[config.mk]
export PLATFORM = sky130hd
export DESIGN_NAME = bit_unpack_codebook_dequantizer
export DESIGN_NICKNAME = d
export VERILOG_FILES = /design/src/bucd_pkg.sv /design/src/bit_unpack_codebook_dequantizer.sv
export VERILOG_INCLUDE_DIRS = /design/src /design/src/src
export SDC_FILE = /design/constraint.sdc
export NUM_CORES = 1
export LEC_CHECK = 0
export BUFFER_PORTS_ARGS = -buffer_cell sky130_fd_sc_hd__buf_2
export CAP_MARGIN = 20
export CORE_ASPECT_RATIO = 0.7
export CORE_MARGIN = 1
export CORE_UTILIZATION = 40
export CTS_CLUSTER_SIZE = 12
export DETAILED_ROUTE_END_ITERATION = 8
export PLACE_DENSITY = 0.56
export SETUP_SLACK_MARGIN = 0.4
export SLEW_MARGIN = 5
export SYNTH_ARGS = -nofsm -noshare
export SYNTH_HDL_FRONTEND = slang
export SYNTH_SLANG_ARGS = --single-unit
[constraint.sdc]
create_clock -name clk -period 4.3 [get_ports clk]
set_input_delay 0.645 -clock clk [delete_from_list [all_inputs] [get_ports clk]]
set_output_delay 0.645 -clock clk [all_outputs]
set_load 0.05 [all_outputs]
[src/bit_unpack_codebook_dequantizer_defines.svh]
// Assertion macros for the bit unpack codebook dequantizer.
// Included by the top level; no other dependencies.
`ifndef BIT_UNPACK_CODEBOOK_DEQUANTIZER_DEFINES_SVH
`define BIT_UNPACK_CODEBOOK_DEQUANTIZER_DEFINES_SVH

// Checked property, masked while reset is high.
`define BUCD_ASSERT(lbl, prop, msg) \
  lbl: assert property (@(posedge clk) disable iff (rst) prop) else $error(msg);

// Checked property that also holds across reset.
`define BUCD_ASSERT_RST(lbl, prop, msg) \
  lbl: assert property (@(posedge clk) prop) else $error(msg);

`endif

[src/bucd_pkg.sv]
// Shared constants for the bit unpack codebook dequantizer.
// No dependencies.
`timescale 1ns / 1ps

package bucd_pkg;

  localparam int CODE_BITS_DEF = 7;
  localparam int BYTE_W        = 8;

  // tuser kind of an input beat
  localparam logic FUNC_STREAM = 1'b0;
  localparam logic FUNC_WRITE  = 1'b1;

endpackage

[src/bit_unpack_codebook_dequantizer.sv]
// Channel   Dir  tdata (low bit up)                               tuser   tlast
// s_        in   stream_byte[7:0] entry_index[15:8] entry_value[23:16]  func    -
// m_        out  pixel[7:0]                                       -       last
//
// A stream byte yields one code per cycle from the bit buffer while the output is
// free; with 7-bit codes a byte yields 1 or 2 codes (floor((held+8)/CODE_BITS) in
// general), one code per cycle set by the single codebook read port. Pixel is
// registered and appears in the cycle after its code is taken. rst clears the bit
// buffer count and output valid; the codebook is not cleared. A stalled output
// holds the extractor, but a beat is still accepted while the last pixel waits.
//
// Top level; uses bucd_pkg and bit_unpack_codebook_dequantizer_defines.svh.
`timescale 1ns / 1ps
`include "bit_unpack_codebook_dequantizer_defines.svh"

module bit_unpack_codebook_dequantizer
  import bucd_pkg::*;
#(
  parameter int CODE_BITS = CODE_BITS_DEF
) (
  input  logic        clk,
  input  logic        rst,
  input  logic        s_tvalid,
  output logic        s_tready,
  input  logic [23:0] s_tdata,   // stream_byte, entry_index, entry_value
  input  logic        s_tuser,   // func
  output logic        m_tvalid,
  input  logic        m_tready,
  output logic [7:0]  m_tdata,   // pixel
  output logic        m_tlast    // last
);

  localparam int HELD_W   = $clog2(CODE_BITS + BYTE_W);
  localparam int CB_DEPTH = 1 << CODE_BITS;
  localparam int BUF_W    = 2 * BYTE_W;
  localparam logic [HELD_W-1:0] N_H    = HELD_W'(CODE_BITS);
  localparam logic [HELD_W-1:0] BYTE_H = HELD_W'(BYTE_W);

  logic [BUF_W-1:0]     bit_buf;
  logic [HELD_W-1:0]    held;
  logic [HELD_W-1:0]    held_rem;
  logic [HELD_W-1:0]    shift;
  logic [BUF_W-1:0]     code_wide;
  logic [CODE_BITS-1:0] code;
  logic                 do_ext;
  logic                 in_acc;
  logic                 wr_en;
  logic [BYTE_W-1:0]    stream_byte;
  logic [BYTE_W-1:0]    entry_index;
  logic [BYTE_W-1:0]    entry_value;
  logic [BYTE_W-1:0]    pixel;
  logic                 last;
  logic                 out_valid;
  logic [BYTE_W-1:0]    cb_mem [CB_DEPTH];

  assign stream_byte = s_tdata[7:0];
  assign entry_index = s_tdata[15:8];
  assign entry_value = s_tdata[23:16];

  // one code leaves the buffer per cycle when the output stage is free
  always_comb begin
    do_ext    = (held >= N_H) && (!out_valid || m_tready);
    shift     = held - N_H;
    code_wide = bit_buf >> shift;
    code      = code_wide[CODE_BITS-1:0];
    held_rem  = do_ext ? shift : held;
  end

  // take a beat only once the buffer has no code left beyond this cycle
  assign s_tready = held_rem < N_H;
  assign in_acc   = s_tvalid && s_tready;
  assign wr_en    = in_acc && (s_tuser == FUNC_WRITE) &&
                    ((entry_index >> CODE_BITS) == '0);

  always_ff @(posedge clk) begin
    if (rst) begin
      held      <= '0;
      out_valid <= 1'b0;
    end else begin
      if (in_acc && s_tuser == FUNC_STREAM) begin
        held <= held_rem + BYTE_H;
      end else begin
        held <= held_rem;
      end
      if (do_ext) begin
        out_valid <= 1'b1;
      end else if (m_tready) begin
        out_valid <= 1'b0;
      end
    end
  end

  always_ff @(posedge clk) begin
    if (in_acc && s_tuser == FUNC_STREAM) begin
      bit_buf <= {bit_buf[BYTE_W-1:0], stream_byte};
    end
    if (do_ext) begin
      last <= shift < N_H;
    end
  end

  // codebook: write on a write beat whose index fits the codebook, registered read for the extracted code
  always_ff @(posedge clk) begin
    if (wr_en) begin
      cb_mem[entry_index[CODE_BITS-1:0]] <= entry_value;
    end
    if (do_ext) begin
      pixel <= cb_mem[code];
    end
  end

  assign m_tvalid = out_valid;
  assign m_tdata  = pixel;
  assign m_tlast  = last;

  `BUCD_ASSERT(a_held_bound, held < N_H + BYTE_H, "bit count out of range")
  `BUCD_ASSERT(a_byte_gives_code, (in_acc && s_tuser == FUNC_STREAM) |=> held >= N_H,
               "stream byte gave no code")
  `BUCD_ASSERT(a_ext_valid, do_ext |=> m_tvalid, "extracted code lost")
  `BUCD_ASSERT_RST(a_rst_clear, rst |=> !m_tvalid && held == '0, "reset left state")

endmodule
==> metrics.md <==
| Metric | Value |
|---|---|
| Die Span Y | `272 um` |
| Post-placement cell area | `0.0448 sq mm` |
| Worst-Margin Slew | `1.12 ns` |
| Top achievable clock speed | `252 MHz` |
| Post-route design area | `0.0496 sq mm` |
| Max Slew Vio Count | `0` |
| Num CTS Buffers | `103` |
| Mean Syn Cell Area | `18.4 sq um` |
| WP depth | `13` |
| Max Cap Violations | `0` |
| Gpl congestion | `0.850` |
| DR DRC count | `0` |
| Status | `finished clean` |
| First-pass GRT wire length | `160,000 um` |
| Worst R2R Path Depth | `13` |
| Placed instance count | `3,752` |
| Synth top area share | `0.758` |
| Share of cells above drive strength 1 | `0.291` |
| Port Buf Inserts | `39` |
| Path category of the worst min-delay check | `in -> reg` |
| Max rail drop VDD | `0.347 mV` |
| Post-Syn Instances | `2,264` |
| Primary FF master, synth | `edfxtp_1` |
| CP Capture Type | `flip-flop` |
| Grt total ovfl | `0` |
| CTS tree | `done` |
| Synthesis-stage register bit count | `1,054` |
| Clock Pin Slew Worst Setup and Hold Paths | `0.06 ns` |
| Yosys warns | `0` |
| Pin count of the biggest net entering global routing | `92` |
| 1st-iter DRT viols | `2,480` |
| Finished Layout Cells | `3,941` |
| Final hold violations | `0` |
| Detail Route Antenna Nets | `0` |
| DR WL/cell | `28.1 um` |
| Pwr per Cell Area | `480 mW/mm^2` |
| Clk buf depth | `3` |
| Final Skew | `0.0346 ns` |
| Count of cell types in the netlist | `45` |
| Commonest cells in the netlist | `1,049 x edfxtp_1, 160 x a211oi_1, 157 x mux4_2` |
| Mapped Nets | `2,295` |
| Crit Path Class | `reg -> reg` |
| Most common cell in the netlist | `edfxtp_1` |
| Core area | `0.103 sq mm` |
| Flop-to-flop setup slack | `0.33 ns` |
| CTS H-Tree Depth | `3` |
| Register area share after synthesis | `0.760` |
| Arrival time worst endpoint | `4.42 ns` |
| CP required | `4.75 ns` |
| Total number of vias | `22,900` |
| Most common cell on crit path | `mux4_2` |
| Initial Utilization | `0.406` |
| Synthesized area | `0.0416 sq mm` |
| Period minus WS final | `3.97 ns` |
| Vias in the first global route | `22,800` |
| CP bufs+invs | `5` |
| Skew-Pair Late Insertion Delay | `0.70 ns` |
| Post-synth EDFFs | `1,049` |
| Ys async rst share | `0` |
| Leak | `15.7 nW` |
| Critical path's slowest cell | `mux4_4` |
| All-Layer GR Usage | `0.209` |
| Nets | `2,570` |
| Top post-synthesis cells by area | `edfxtp_1 76%, mux4_2 8.5%, a211oi_1 2.9%` |
| Vias per cell | `5.80` |
| Max incr delay on CP | `0.65 ns` |
| Antenna violations before repair | `0` |
| IO Count | `40` |
| RSZ-0062 raised after global routing | `true` |
| Drt first pass iters | `5` |
| Hold path cells | `1` |
| Final setup vio count | `0` |
| Relative slew slack | `0.252` |
| Largest delay share family, worst path | `multiplexers` |
| Worst setup SP type | `flip-flop` |
| Sink Count | `1,054` |
| Syn-to-layout area delta | `19.4%` |
| Die area | `0.105 sq mm` |
| Dpl hpwl | `67,000 um` |
| Dominant cell type by area after synthesis | `edfxtp_1` |
| Die W | `387 um` |
| Ordered list of cells on the worst path | `inv_2 > ha_4 > mux4_2 > mux4_4 > buf_12 > buf_16 > buf_6 > mux4_2 > nand2_1 > o211ai_1 > nor4bb_2 > buf_4 > o31ai_1` |
| Root buffer cell | `clkbuf_16` |
| CP max FO | `17` |
| Rows | `98` |
| Fin crit share | `0.923` |
| Total Wirelength | `111,000 um` |
## power breakdown
group          switching, mW  total [mW]  leakage (nW)  internal [mW]
Clock                   3.70        8.23          1.42           4.53
Sequential            0.0227        11.4          9.48           11.3
Combinational           2.49        4.25          4.82           1.75
Total                   6.22        23.8          15.7           17.6
## flip-flops by register name, indices dropped and copies added, names as in the netlist
name / flops
held: 4
m_tdata: 8
bit_buf: 16
m_tvalid: 1
cb_mem: 1024
m_tlast: 1
## cell type report
type	count	area, sq um
fillers	8413	52900
clock inverters	26	215
repair buffers	302	2810
diodes	1	2.50
inverters	2	7.51
well taps	1350	1690
multi-input cells	1076	10600
flip-flops and latches	1054	31600
clock buffers	130	2720
## worst paths after layout
path,from,end
worst max-delay path,held[0],m_tdata[7]
worst min-delay path,s_tdata[7],bit_buf[7]
worst max register to register,held[0],m_tdata[7]
worst min register to register,bit_buf[0],bit_buf[8]
## cell usage in the layout (no fill, tap or decap), types with 12 or more instances in the layout
| cell type | synthesis | final |
|---|---|---|
| edfxtp_1 | 1049 | 1049 |
| buf_4 | 9 | 221 |
| mux4_2 | 157 | 157 |
| nor2_1 | 139 | 129 |
| nand2_1 | 128 | 123 |
| a211oi_1 | 160 | 113 |
| clkbuf_16 | 0 | 109 |
| mux2i_1 | 93 | 85 |
| and2_1 | 55 | 55 |
| a22oi_1 | 65 | 49 |
| and2_0 | 43 | 43 |
| a21oi_1 | 53 | 38 |
| a211oi_2 | 0 | 37 |
| buf_2 | 38 | 32 |
| nand3_1 | 30 | 29 |
| clkbuf_1 | 72 | 25 |
| buf_12 | 0 | 20 |
| a31oi_1 | 25 | 19 |
| a22oi_2 | 0 | 16 |
| clkinv_1 | 0 | 16 |
| a21oi_2 | 0 | 12 |
## per-layer routing
metal | part of all wire | vias up | track usage
met5 | 0 | - | 0
met4 | 0.016 | 0 | 0.0386
met3 | 0.088 | 127 | 0.0474
met2 | 0.45 | 887 | 0.307
met1 | 0.45 | 12100 | 0.319
li1 | - | 9756 | -
## logic make-up after synthesis
group / after synthesis / synth area share
multiplexers: 254 / 0.109
adder cells (fa/ha/maj): 2 / 0.000602
XOR/XNOR: 5 / 0.00123
flip-flops: 1054 / 0.760
buffers and inverters: 135 / 0.0154
AO/OA/AOI/OAI: 356 / 0.0612
AND/OR/NAND/NOR: 458 / 0.0526
## through the flow
step | worst slack (ns) | utilization | total power [mW] | TNS [ns] | hold WS [ns]
after floorplan | 0.470 | - | 13.6 | 0 | 0.421
after global placement | -0.344 | 0.437 | 15.1 | -1.68 | 0.473
after detailed placement | -0.444 | 0.437 | 15.1 | -1.50 | 0.479
after CTS | 0.357 | 0.474 | 23.6 | 0 | 0.0835
after global routing | 0.271 | 0.484 | 24.6 | 0 | 0.0903
final | 0.331 | 0.484 | 23.8 | 0 | 0.124
## timing repair
action | 4_1_cts | 5_1_grt
gates cloned | 5 | 6
pin swaps | 20 | 32
hold buffers | 0 | 0
setup buffers | 12 | 8
setup endpoints to repair | 8 | 156
resized for setup | 123 | 138
Note: power is estimated with default switching activity, not from simulation.
